## config.mk

```make
export PLATFORM = sky130hd
export DESIGN_NAME = fan_tacho_debounce_average_flat
export DESIGN_NICKNAME = d
export VERILOG_FILES = /design/src/hw/rtl/ftda_pkg.sv /design/src/hw/rtl/ftda_in_if.sv /design/src/hw/rtl/ftda_out_if.sv /design/src/hw/rtl/ftda_div.sv /design/src/hw/rtl/ftda_datapath.sv /design/src/hw/rtl/ftda_ctrl.sv /design/src/hw/rtl/fan_tacho_debounce_average.sv /design/src/flat_wrapper.sv
export SDC_FILE = /design/constraint.sdc
export NUM_CORES = 1
export LEC_CHECK = 0
export BUFFER_PORTS_ARGS = -buffer_cell sky130_fd_sc_hd__buf_2
export CORE_ASPECT_RATIO = 1.75
export CORE_MARGIN = 8
export CORE_UTILIZATION = 51
export CTS_BUF_LIST = sky130_fd_sc_hd__clkbuf_16
export DETAILED_ROUTE_END_ITERATION = 10
export PLACE_DENSITY = 0.79
export SETUP_SLACK_MARGIN = 0.3
export SLEW_MARGIN = 20
export SYNTH_ARGS = -nofsm -noshare
export SYNTH_HDL_FRONTEND = slang
export SYNTH_SLANG_ARGS = --single-unit
```

## constraint.sdc

```tcl
create_clock -name clk -period 7.93 [get_ports clk]
set_clock_uncertainty 0.1 [all_clocks]
set_input_delay 0.793 -clock clk [delete_from_list [all_inputs] [get_ports clk]]
set_output_delay 0.793 -clock clk [all_outputs]
set_load 0.005 [all_outputs]
```

## src/hw/rtl/ftda_pkg.sv

```systemverilog
package ftda_pkg;

	// Input command codes.
	localparam logic CMD_PULSE = 1'b0;
	localparam logic CMD_TICK  = 1'b1;

	// Configuration register indexes.
	localparam logic [1:0] REG_PPR     = 2'd0;
	localparam logic [1:0] REG_RPM_MAX = 2'd1;
	localparam logic [1:0] REG_RPM_MIN = 2'd2;
	localparam logic [1:0] REG_MIN_GAP = 2'd3;

	// Configuration reset values.
	localparam logic [3:0]  PPR_RESET     = 4'd3;
	localparam logic [15:0] RPM_MAX_RESET = 16'd6000;
	localparam logic [15:0] RPM_MIN_RESET = 16'd100;
	localparam logic [7:0]  MIN_GAP_RESET = 8'd2;

	// Pulses per revolution fallback for out-of-range settings.
	localparam logic [3:0] PPR_DEFAULT = 4'd3;

	// Field widths.
	localparam int RPM_W   = 16;
	localparam int STAMP_W = 8;
	localparam int CFG_W   = 16;
	// Tally times sixty fits in this many bits.
	localparam int PROD_W  = RPM_W + 6;

	// Commands from the controller to the datapath.
	typedef struct packed {
		logic latch;      // capture the accepted input transaction
		logic pulse;      // debounce check and tally update
		logic tick_load;  // start the rpm divide, clear tally, read oldest sample
		logic raw_take;   // store the rpm quotient
		logic offer;      // outlier check and ring update
		logic mean_load;  // start the mean divide
		logic mean_take;  // store the mean quotient
		logic out_load;   // load the result register
	} ctl_t;

	// Status from the datapath to the controller.
	typedef struct packed {
		logic is_tick;
		logic div_done;
		logic keep;
	} sts_t;

endpackage

```

## src/hw/rtl/ftda_in_if.sv

```systemverilog
interface ftda_in_if;
	logic       valid;
	logic       ready;
	logic       cmd;
	logic [7:0] ms_stamp;

	modport source (output valid, output cmd, output ms_stamp, input ready);
	modport sink (input valid, input cmd, input ms_stamp, output ready);
endinterface

```

## src/hw/rtl/ftda_out_if.sv

```systemverilog
interface ftda_out_if;
	logic        valid;
	logic        ready;
	logic [15:0] filtered_rpm;
	logic [15:0] raw_rpm;
	logic        pulse_accepted;
	logic        sample_kept;

	modport source (output valid, output filtered_rpm, output raw_rpm,
		output pulse_accepted, output sample_kept, input ready);
	modport sink (input valid, input filtered_rpm, input raw_rpm,
		input pulse_accepted, input sample_kept, output ready);
endinterface

```

## src/hw/rtl/ftda_div.sv

```systemverilog
// Restoring divider, one quotient bit per cycle.
module ftda_div #(
	parameter int DND_W = 22,
	parameter int DVS_W = 4
) (
	input  logic             clk,
	input  logic             arst_n,
	input  logic             start,
	input  logic [DND_W-1:0] dividend,
	input  logic [DVS_W-1:0] divisor,
	output logic             done,
	output logic [DND_W-1:0] quotient
);
	localparam int CNT_W = $clog2(DND_W + 1);

	logic [DND_W-1:0] quo_q;
	logic [DVS_W-1:0] rem_q;
	logic [DVS_W-1:0] dvs_q;
	logic [CNT_W-1:0] cnt_q;
	logic             busy_q;
	logic             done_q;
	logic [DVS_W:0]   trial;
	logic             fits;
	logic [DVS_W:0]   diff;

	// Shift in the next dividend bit and test the subtraction.
	always_comb begin
		trial = {rem_q, quo_q[DND_W-1]};
		fits  = trial >= {1'b0, dvs_q};
		diff  = trial - {1'b0, dvs_q};
	end

	always_ff @(posedge clk or negedge arst_n) begin
		if (!arst_n) begin
			busy_q <= 1'b0;
			done_q <= 1'b0;
			cnt_q  <= '0;
		end else if (start) begin
			busy_q <= 1'b1;
			done_q <= 1'b0;
			cnt_q  <= CNT_W'(DND_W);
		end else if (busy_q) begin
			cnt_q <= cnt_q - 1'b1;
			if (cnt_q == CNT_W'(1)) begin
				busy_q <= 1'b0;
				done_q <= 1'b1;
			end
		end
	end

	// Operand and partial remainder registers.
	always_ff @(posedge clk) begin
		if (start) begin
			quo_q <= dividend;
			rem_q <= '0;
			dvs_q <= divisor;
		end else if (busy_q) begin
			quo_q <= {quo_q[DND_W-2:0], fits};
			rem_q <= fits ? diff[DVS_W-1:0] : trial[DVS_W-1:0];
		end
	end

	assign done     = done_q;
	assign quotient = quo_q;
endmodule

```

## src/hw/rtl/ftda_datapath.sv

```systemverilog
// Configuration, pulse tally, sample ring, running sum and result register.
module ftda_datapath #(
	parameter int WINDOW_DEPTH = 8
) (
	input  logic                     clk,
	input  logic                     arst_n,
	input  logic                     in_cmd,
	input  logic [7:0]               in_stamp,
	input  logic                     cfg_we,
	input  logic [1:0]               cfg_index,
	input  logic [15:0]              cfg_wdata,
	input  ftda_pkg::ctl_t           ctl,
	output ftda_pkg::sts_t           sts,
	output logic [15:0]              filtered_rpm,
	output logic [15:0]              raw_rpm,
	output logic                     pulse_accepted,
	output logic                     sample_kept
);
	localparam int RPM_W  = ftda_pkg::RPM_W;
	localparam int CNT_W  = $clog2(WINDOW_DEPTH + 1);
	localparam int SLOT_W = (WINDOW_DEPTH > 1) ? $clog2(WINDOW_DEPTH) : 1;
	localparam int SUM_W  = RPM_W + CNT_W;
	localparam int DND_W  = (SUM_W > ftda_pkg::PROD_W) ? SUM_W : ftda_pkg::PROD_W;
	localparam int DVS_W  = (CNT_W > 4) ? CNT_W : 4;

	// Configuration registers.
	logic [3:0]       ppr_q;
	logic [RPM_W-1:0] rpm_max_q;
	logic [RPM_W-1:0] rpm_min_q;
	logic [7:0]       min_gap_q;

	// Persistent state.
	logic [RPM_W-1:0]   tally_q;
	logic [7:0]         last_stamp_q;
	logic [SLOT_W-1:0]  slot_q;
	logic [CNT_W-1:0]   filled_q;
	logic [SUM_W-1:0]   sum_q;
	logic [RPM_W-1:0]   mean_q;
	logic [RPM_W-1:0]   ring [WINDOW_DEPTH];

	// Per-transaction registers.
	logic               tick_q;
	logic [7:0]         stamp_q;
	logic [RPM_W-1:0]   raw_q;
	logic               acc_q;
	logic               kept_q;
	logic [RPM_W-1:0]   old_q;

	// Result register.
	logic [RPM_W-1:0]   res_filtered_q;
	logic [RPM_W-1:0]   res_raw_q;
	logic               res_acc_q;
	logic               res_kept_q;

	logic [7:0]                  gap;
	logic [3:0]                  ppr_eff;
	logic [ftda_pkg::PROD_W-1:0] prod;
	logic                        keep;
	logic                        full;
	logic                        div_start;
	logic [DND_W-1:0]            div_dnd;
	logic [DVS_W-1:0]            div_dvs;
	logic                        div_done;
	logic [DND_W-1:0]            div_quo;

	// Debounce gap, effective pulses per revolution and the tally scaled by 60.
	always_comb begin
		gap = stamp_q - last_stamp_q;
		if (ppr_q inside {4'd0, [4'd10:4'd15]}) begin
			ppr_eff = ftda_pkg::PPR_DEFAULT;
		end else begin
			ppr_eff = ppr_q;
		end
		prod = {tally_q, 6'b0} - {4'b0, tally_q, 2'b0};
	end

	// Outlier window and ring fill state.
	always_comb begin
		keep = !((raw_q > rpm_max_q) || ((raw_q != '0) && (raw_q < rpm_min_q)));
		full = filled_q == CNT_W'(WINDOW_DEPTH);
	end

	// The divider is shared by the rpm and the mean computations.
	always_comb begin
		div_start = ctl.tick_load || ctl.mean_load;
		if (ctl.tick_load) begin
			div_dnd = DND_W'(prod);
			div_dvs = DVS_W'(ppr_eff);
		end else begin
			div_dnd = DND_W'(sum_q);
			div_dvs = DVS_W'(filled_q);
		end
	end

	ftda_div #(
		.DND_W (DND_W),
		.DVS_W (DVS_W)
	) u_div (
		.clk      (clk),
		.arst_n   (arst_n),
		.start    (div_start),
		.dividend (div_dnd),
		.divisor  (div_dvs),
		.done     (div_done),
		.quotient (div_quo)
	);

	// Configuration writes.
	always_ff @(posedge clk or negedge arst_n) begin
		if (!arst_n) begin
			ppr_q     <= ftda_pkg::PPR_RESET;
			rpm_max_q <= ftda_pkg::RPM_MAX_RESET;
			rpm_min_q <= ftda_pkg::RPM_MIN_RESET;
			min_gap_q <= ftda_pkg::MIN_GAP_RESET;
		end else if (cfg_we) begin
			case (cfg_index)
				ftda_pkg::REG_PPR:     ppr_q     <= cfg_wdata[3:0];
				ftda_pkg::REG_RPM_MAX: rpm_max_q <= cfg_wdata;
				ftda_pkg::REG_RPM_MIN: rpm_min_q <= cfg_wdata;
				ftda_pkg::REG_MIN_GAP: min_gap_q <= cfg_wdata[7:0];
				default: begin
				end
			endcase
		end
	end

	// Tally, ring bookkeeping, running sum and mean.
	always_ff @(posedge clk or negedge arst_n) begin
		if (!arst_n) begin
			tally_q      <= '0;
			last_stamp_q <= '0;
			slot_q       <= '0;
			filled_q     <= '0;
			sum_q        <= '0;
			mean_q       <= '0;
		end else begin
			if (ctl.pulse && (gap >= min_gap_q)) begin
				tally_q      <= tally_q + 1'b1;
				last_stamp_q <= stamp_q;
			end
			if (ctl.tick_load) begin
				tally_q <= '0;
			end
			if (ctl.offer && keep) begin
				sum_q <= sum_q + SUM_W'(raw_q) - (full ? SUM_W'(old_q) : '0);
				if (slot_q == SLOT_W'(WINDOW_DEPTH - 1)) begin
					slot_q <= '0;
				end else begin
					slot_q <= slot_q + 1'b1;
				end
				if (!full) begin
					filled_q <= filled_q + 1'b1;
				end
			end
			if (ctl.mean_take) begin
				mean_q <= div_quo[RPM_W-1:0];
			end
		end
	end

	// Sample ring: the oldest entry is read ahead of the write that replaces it.
	always_ff @(posedge clk) begin
		if (ctl.tick_load) begin
			old_q <= ring[slot_q];
		end
		if (ctl.offer && keep) begin
			ring[slot_q] <= raw_q;
		end
	end

	// Per-transaction capture and result register.
	always_ff @(posedge clk or negedge arst_n) begin
		if (!arst_n) begin
			tick_q <= 1'b0;
			acc_q  <= 1'b0;
			kept_q <= 1'b0;
			raw_q  <= '0;
		end else begin
			if (ctl.latch) begin
				tick_q <= in_cmd == ftda_pkg::CMD_TICK;
				acc_q  <= 1'b0;
				kept_q <= 1'b0;
				raw_q  <= '0;
			end
			if (ctl.pulse) begin
				acc_q <= gap >= min_gap_q;
			end
			if (ctl.raw_take) begin
				raw_q <= div_quo[RPM_W-1:0];
			end
			if (ctl.offer) begin
				kept_q <= keep;
			end
		end
	end

	always_ff @(posedge clk) begin
		if (ctl.latch) begin
			stamp_q <= in_stamp;
		end
		if (ctl.out_load) begin
			res_filtered_q <= mean_q;
			res_raw_q      <= raw_q;
			res_acc_q      <= acc_q;
			res_kept_q     <= kept_q;
		end
	end

	assign sts.is_tick  = tick_q;
	assign sts.div_done = div_done;
	assign sts.keep     = keep;

	assign filtered_rpm   = res_filtered_q;
	assign raw_rpm        = res_raw_q;
	assign pulse_accepted = res_acc_q;
	assign sample_kept    = res_kept_q;
endmodule

```

## src/hw/rtl/ftda_ctrl.sv

```systemverilog
// Sequencer: one transaction at a time, result handed to the output register.
module ftda_ctrl (
	input  logic           clk,
	input  logic           arst_n,
	input  logic           in_valid,
	output logic           in_ready,
	input  logic           out_ready,
	output logic           out_valid,
	output ftda_pkg::ctl_t ctl,
	input  ftda_pkg::sts_t sts
);
	typedef enum logic [2:0] {
		S_IDLE,
		S_PULSE,
		S_TICK,
		S_DIV_RAW,
		S_OFFER,
		S_MEAN,
		S_DIV_MEAN,
		S_FINISH
	} state_t;

	state_t state_q;
	logic   out_valid_q;
	logic   can_load;

	assign can_load = !out_valid_q || out_ready;

	// Commands decoded from the current state.
	always_comb begin
		ctl           = '0;
		ctl.latch     = (state_q == S_IDLE) && in_valid;
		ctl.pulse     = (state_q == S_PULSE) && !sts.is_tick;
		ctl.tick_load = state_q == S_TICK;
		ctl.raw_take  = (state_q == S_DIV_RAW) && sts.div_done;
		ctl.offer     = state_q == S_OFFER;
		ctl.mean_load = state_q == S_MEAN;
		ctl.mean_take = (state_q == S_DIV_MEAN) && sts.div_done;
		ctl.out_load  = (state_q == S_FINISH) && can_load;
	end

	always_ff @(posedge clk or negedge arst_n) begin
		if (!arst_n) begin
			state_q     <= S_IDLE;
			out_valid_q <= 1'b0;
		end else begin
			// The result flag rises on a load and falls once the result is taken.
			if (ctl.out_load) begin
				out_valid_q <= 1'b1;
			end else if (out_valid_q && out_ready) begin
				out_valid_q <= 1'b0;
			end
			case (state_q)
				S_IDLE: begin
					if (in_valid) begin
						state_q <= S_PULSE;
					end
				end
				S_PULSE: begin
					// A tick skips the debounce step.
					state_q <= sts.is_tick ? S_TICK : S_FINISH;
				end
				S_TICK: state_q <= S_DIV_RAW;
				S_DIV_RAW: begin
					if (sts.div_done) begin
						state_q <= S_OFFER;
					end
				end
				S_OFFER: begin
					// The mean only moves when a sample enters the ring.
					state_q <= sts.keep ? S_MEAN : S_FINISH;
				end
				S_MEAN: state_q <= S_DIV_MEAN;
				S_DIV_MEAN: begin
					if (sts.div_done) begin
						state_q <= S_FINISH;
					end
				end
				S_FINISH: begin
					if (can_load) begin
						state_q <= S_IDLE;
					end
				end
				default: state_q <= S_IDLE;
			endcase
		end
	end

	assign in_ready  = state_q == S_IDLE;
	assign out_valid = out_valid_q;
endmodule

```

## src/hw/rtl/fan_tacho_debounce_average.sv

```systemverilog
// Fan tachometer with pulse debounce and moving-average rpm filter.
// Input channel in_ch carries transactions with cmd and ms_stamp: cmd 0 is a
// tach edge stamped with an 8-bit millisecond count, cmd 1 a one-second tick.
// Every input transaction yields exactly one transaction on out_ch with the
// ring mean, this tick's rpm and the pulse and sample flags.
// Configuration: write cfg_we with cfg_index 0..3 (pulses per revolution,
// rpm maximum, rpm minimum, debounce gap) and cfg_wdata, only while idle.
// A pulse runs through the debounce step and is then loaded into the output
// register from the finish state. A tick runs the rpm divide and, when the
// sample is kept, the mean divide, serially on one shared restoring divider,
// one bit a cycle over max(22, 16 + clog2(WINDOW_DEPTH + 1)) bits; a dropped
// sample leaves the mean as is. One transaction is in flight at a time, and
// the next is taken the cycle after a result is loaded.
// Reset clears the tally, the last stamp, the ring fill count and the mean,
// and loads the register defaults; ring entries are only used once written.
// If the receiver stalls, the result waits in the output register; the next
// transaction is still accepted and runs until its own result is ready.
module fan_tacho_debounce_average #(
	parameter int WINDOW_DEPTH = 8
) (
	input  logic        clk,
	input  logic        arst_n,
	ftda_in_if.sink     in_ch,
	ftda_out_if.source  out_ch,
	input  logic        cfg_we,
	input  logic [1:0]  cfg_index,
	input  logic [15:0] cfg_wdata
);
	ftda_pkg::ctl_t ctl;
	ftda_pkg::sts_t sts;

	// Sequencer.
	ftda_ctrl u_ctrl (
		.clk       (clk),
		.arst_n    (arst_n),
		.in_valid  (in_ch.valid),
		.in_ready  (in_ch.ready),
		.out_ready (out_ch.ready),
		.out_valid (out_ch.valid),
		.ctl       (ctl),
		.sts       (sts)
	);

	// Datapath with configuration, ring and shared divider.
	ftda_datapath #(
		.WINDOW_DEPTH (WINDOW_DEPTH)
	) u_dp (
		.clk            (clk),
		.arst_n         (arst_n),
		.in_cmd         (in_ch.cmd),
		.in_stamp       (in_ch.ms_stamp),
		.cfg_we         (cfg_we),
		.cfg_index      (cfg_index),
		.cfg_wdata      (cfg_wdata),
		.ctl            (ctl),
		.sts            (sts),
		.filtered_rpm   (out_ch.filtered_rpm),
		.raw_rpm        (out_ch.raw_rpm),
		.pulse_accepted (out_ch.pulse_accepted),
		.sample_kept    (out_ch.sample_kept)
	);
endmodule

```

## src/flat_wrapper.sv

```systemverilog
// flat-port wrapper written by rule: the top's interface ports become plain ports
module fan_tacho_debounce_average_flat 
#(
	parameter int WINDOW_DEPTH = 8
)
  (clk, arst_n, cfg_we, cfg_index, cfg_wdata, in_ch_valid, in_ch_cmd, in_ch_ms_stamp, in_ch_ready, out_ch_valid, out_ch_filtered_rpm, out_ch_raw_rpm, out_ch_pulse_accepted, out_ch_sample_kept, out_ch_ready);
  ftda_in_if in_ch_i ();
  ftda_out_if out_ch_i ();
  input  logic clk;
  input  logic arst_n;
  input  logic cfg_we;
  input  logic [1:0] cfg_index;
  input  logic [15:0] cfg_wdata;
  input wire logic [$bits(in_ch_i.valid)-1:0] in_ch_valid;
  input wire logic [$bits(in_ch_i.cmd)-1:0] in_ch_cmd;
  input wire logic [$bits(in_ch_i.ms_stamp)-1:0] in_ch_ms_stamp;
  output wire logic [$bits(in_ch_i.ready)-1:0] in_ch_ready;
  output wire logic [$bits(out_ch_i.valid)-1:0] out_ch_valid;
  output wire logic [$bits(out_ch_i.filtered_rpm)-1:0] out_ch_filtered_rpm;
  output wire logic [$bits(out_ch_i.raw_rpm)-1:0] out_ch_raw_rpm;
  output wire logic [$bits(out_ch_i.pulse_accepted)-1:0] out_ch_pulse_accepted;
  output wire logic [$bits(out_ch_i.sample_kept)-1:0] out_ch_sample_kept;
  input wire logic [$bits(out_ch_i.ready)-1:0] out_ch_ready;
  assign in_ch_i.valid = in_ch_valid;
  assign in_ch_i.cmd = in_ch_cmd;
  assign in_ch_i.ms_stamp = in_ch_ms_stamp;
  assign in_ch_ready = in_ch_i.ready;
  assign out_ch_valid = out_ch_i.valid;
  assign out_ch_filtered_rpm = out_ch_i.filtered_rpm;
  assign out_ch_raw_rpm = out_ch_i.raw_rpm;
  assign out_ch_pulse_accepted = out_ch_i.pulse_accepted;
  assign out_ch_sample_kept = out_ch_i.sample_kept;
  assign out_ch_i.ready = out_ch_ready;
  fan_tacho_debounce_average #(.WINDOW_DEPTH(WINDOW_DEPTH)) u_core (.clk(clk), .arst_n(arst_n), .in_ch(in_ch_i), .out_ch(out_ch_i), .cfg_we(cfg_we), .cfg_index(cfg_index), .cfg_wdata(cfg_wdata));
endmodule
```

==> results <==
- Synthesis instantiated 63 different standard cells from the library.
- The area after detailed placement is 0.01809 mm².
- Post-CTS repair changed the size of 0 cells.
- The leakage power of the design is slightly below 8 nW.
- In this run the tool buffered the top-level ports with 67 buffer cells.
- The TritonCTS clock tree is done.
- For this run the aggregate overflow at the end of global routing stands at 0.
- Across every metal layer, demand over resource in global routing totals 19.07%.
- The core region is 0.03352 mm².
- Leaving out fill and tap cells, the most frequent cell in the layout is edfxtp_1.
- The root cell of the clock tree is clkbuf_16.
- CTS saw 357 sinks.
- Clock-pin slew was measured on the worst setup and hold paths at roughly 0.07 ns.
- The mean routed wirelength per cell is 19.24 µm.
- The die span in y is 258.9 µm.
- Summing the sequential cell areas from Yosys gives 58.09% of the chip area.
- The worst reg2reg path endpoint is u_core.u_dp.last_stamp_q[7].
- The synthesized design contains 357 register bits.
- The signal on the critical path passes through inv_1, ha_1, inv_1, fa_1, a21o_1, a21oi_1, o21bai_1, a21oi_1, xnor2_1, ha_1, a21oi_1, o21ai_0, a21oi_1, nor2_1, mux2_2.
- The relative max-transition margin is 29.71%.
- The minimum period implied by the final worst setup slack is 4.355 ns.
- For this run, asynchronously set or reset flops after synthesis account for 39.50%.
- The register-to-register path setup slack is 3.58 ns.
- By instance count, the cell type seen most on the critical path is a21oi_1.
- Summed over all failing endpoints, the final setup total negative slack is 0 ns.
- Counting the buffers created by CTS gives 30.
- The min-delay analysis places its worst path in the category in2async.
- The worst-skew pair later-pin latency is 0.57 ns.
- The critical path start-end classification is reg2reg.
- For this design the ratio of total power to cell area is 388.8 mW/mm².
- In this run the core area contains 89 standard-cell rows.
- For this run, the number of standard cells in the final layout without fillers is about 2.0k.
- The depth of the CTS H-tree is 1.
- The synthesized design devotes to its leading area cell type 37.01% of total area.
- The share of final-layout standard cells stronger than drive strength 1 is 15.66%.
- The vias per cell is 5.704.
- Synthesis produced a netlist with a net count of between 1.5k and 2k.
- Among all stages on the critical path, the largest delay is contributed by a21oi_1.
- Buffers added to address setup during post-CTS repair amount to 0.
- The top cell types in the final layout, fill and taps aside, are 212 x edfxtp_1, 156 x inv_1, 128 x dfrtp_1.
- The first global-routing pass estimated 60750 µm of wire.
- The type of origin of the critical path is a flop.
- The initial core utilization is 51.32%.
- The number of max-cap violations is 0.
- The final non-filler cell area is 0.01911 mm².
- The violation count after the first detailed-route iteration is 812.
- For this run, the leading register cell type out of synthesis is edfxtp_1.
- Counting tap cells, the placed design contains a total of 1931 instances.
- The half-perimeter wire length of the detailed placement result is 26890 µm.
- Counting flops with a built-in enable in the synthesized netlist gives approximately 210.
- The signal arrival time at the worst endpoint is roughly 4.7 ns.
- The post-synthesis area per instance is around 12 µm².
- The depth of the worst register-to-register path is 15.
- The post-detailed-routing wire length is 38260 µm.
- The flow ran to the end, and the final reports show no timing, DRC or antenna violations.
- The layout-stage area growth over the synthesis result is 11.09%.
- The cell type with the highest aggregate area in the netlist is edfxtp_1.
- In this design, the stage delay of the slowest critical-path cell is 0.81 ns.
- The highest attainable clock frequency is 0.2296 GHz.
- The routability congestion estimate from global placement is a little under 0.9.
- At the worst endpoint, the required time is slightly above 8 ns.
- The slew at the pin closest to its max-slew limit is 1.053 ns.
- The routed layout has 11.34k vias.
- The pin count of the biggest net entering global routing is 97.
- The utilization after layout is between 50% and 60%.
- The die area is about 0.040 mm².
- After the last flow step, the layout net total stands at around 1.6k.
- After detailed routing, the number of remaining DRC violations is 0.
- Setup violations remaining at the end of the flow were counted as 0.
- The Yosys step of the flow raised 0 warnings.
- Of the available clock period, the critical path in the final layout requires 54.91%.
- Synthesis handed over a netlist of 1446 instances.
- The number of antenna violations at the first check in global routing came to 0.
- The number of pins exceeding their max-slew limit in the final report is 0.
- The repair_antennas step left the layout with diodes totalling 0.
- The launch point of the worst reg-to-reg path is u_core.u_dp.stamp_q[0].
- The worst vdd rail ir drop is about 0.21 mV.
- No sink is reached through more buffers than the 3 on the longest clock path.
- Sorting the synthesized cells by area gives the leading types as edfxtp_1 37%, dfrtp_1 19%, ha_1 6.5%.
- The number of global-route vias before repair is roughly 12k.
- Of all nets on the critical path, the largest fanout is 17.
- In this run the horizontal extent of the chip is 154.8 µm.
- The number of detailed-routing iterations run before antenna repair is 5.
- The combined area of all synthesized cells is 0.01720 mm².
- For this design, the CTS-stage hold fixing added 0 buffers.
- Setup repair after global routing left no endpoint under its margin.
- The count of endpoints failing hold in the final timing report is 0.
- STA classifies the critical path endpoint as a flop.
- The I/O pin total is 68.
- The number of antenna-violating nets in the routed design is 0.
-- per-layer routing --
metal / global-route usage (%) / vias to the layer above / wire length, µm
li1: - / 5295 / -
met1: 20.13 / 5597 / 13880
met2: 37.19 / 348 / 21210
met3: 2.200 / 99 / 1746
met4: 8.065 / 0 / 1418
met5: 0 / - / 0
-- flip-flops by register name (all words and copies together), names as in the netlist, 3 cells and up --
signal	count
u_core.u_dp.last_stamp_q	8
u_core.u_dp.tally_q	16
u_core.u_dp.u_div.rem_q	4
u_core.u_dp.ring	128
u_core.u_dp.u_div.cnt_q	5
u_core.u_dp.sum_q	20
u_core.u_dp.mean_q	16
u_core.u_ctrl.state_q	3
u_core.u_dp.min_gap_q	8
u_core.u_dp.u_div.dvs_q	4
u_core.u_dp.filled_q	4
u_core.u_dp.old_q	16
u_core.u_dp.raw_rpm	16
u_core.u_dp.rpm_max_q	16
u_core.u_dp.rpm_min_q	16
u_core.u_dp.filtered_rpm	16
u_core.u_dp.slot_q	3
u_core.u_dp.ppr_q	4
u_core.u_dp.u_div.quotient	22
u_core.u_dp.raw_q	16
u_core.u_dp.stamp_q	8
-- worst max-delay path by stage --
| stage | from | end | slack, ns | cells past startpoint |
|---|---|---|---|---|
| after floorplan | u_core.u_dp.rpm_max_q[5] | u_core.u_dp.ring[0][0] | 3.65 | 11 |
| after global placement | u_core.u_dp.filled_q[0] | u_core.u_dp.sum_q[19] | 3.80 | 16 |
| after detailed placement | u_core.u_dp.filled_q[0] | u_core.u_dp.sum_q[19] | 3.61 | 16 |
| after CTS | u_core.u_dp.filled_q[0] | u_core.u_dp.sum_q[19] | 3.54 | 16 |
| after global routing | u_core.u_dp.filled_q[0] | u_core.u_dp.sum_q[19] | 3.24 | 16 |
| final | u_core.u_dp.stamp_q[0] | u_core.u_dp.last_stamp_q[7] | 3.58 | 15 |
-- cells by family after synthesis --
family	share of synthesized area, %
AO/OA/AOI/OAI	10.90
AND/OR/NAND/NOR	10.12
multiplexers	4.743
adder cells (fa/ha/maj)	8.642
flip-flops	58.09
XOR/XNOR	2.902
buffers and inverters	4.612
-- cells in the mapped netlist, types with 3 or more instances --
master / count
a211oi_1: 8
buf_2: 4
clkbuf_1: 47
nor2b_1: 9
nor3b_1: 10
dfstp_2: 13
edfxtp_1: 212
o21ai_0: 63
nor3_1: 24
nor4_1: 11
ha_1: 90
mux2i_1: 5
nand2b_1: 13
nand2_1: 124
xnor2_1: 37
o31ai_1: 23
o211a_1: 3
a31oi_1: 11
fa_1: 18
buf_1: 3
nor4b_1: 4
xor2_1: 20
and3_1: 5
o21a_1: 3
nand3b_1: 4
inv_1: 155
a21oi_1: 55
mux2_2: 68
a21o_1: 25
a22oi_1: 65
o21bai_1: 5
and3b_1: 4
or3_1: 4
nand4_1: 27
dfrtp_1: 128
and2_1: 18
dfxtp_1: 4
nand3_1: 25
nor2_1: 66
-- metrics by stage --
step,hold slack [ns],setup WS [ns],power [mW]
final,0.2045,3.575,7.428
after global routing,0.2814,3.235,7.945
after CTS,0.2375,3.541,7.441
after detailed placement,0.3324,3.610,5.945
after global placement,0.3277,3.802,5.819
after floorplan,0.3194,3.645,5.084
-- worst max-delay path, delay by kind of cell (launching register included) --
kind                     cells  cell delay (ns)
adder cells (fa/ha/maj)      3             0.83
AND/OR/NAND/NOR              1             0.48
AO/OA/AOI/OAI                7             1.75
multiplexers                 1             0.39
XOR/XNOR                     1             0.17
buffers and inverters        2             0.13
flip-flops                   1             0.39
-- where the power goes --
part | switching, mW | total, mW | internal [mW]
clock network | 0.687 | 1.48 | 0.789
registers | 0.378 | 2.89 | 2.51
logic | 1.77 | 3.06 | 1.29
total | 2.84 | 7.43 | 4.59
-- area by class of cell --
cell class | count | area, µm²
Clock buffer | 31 | 775.7
Clock inverter | 25 | 216.5
Fill cell | 2663 | 14410
Multi-Input combinational cell | 879 | 6480
Timing Repair Buffer | 85 | 489.2
Tap cell | 455 | 569.3
Sequential cell | 357 | 9991
Inverter | 156 | 585.6
Note: power is estimated with default switching activity, not from simulation.
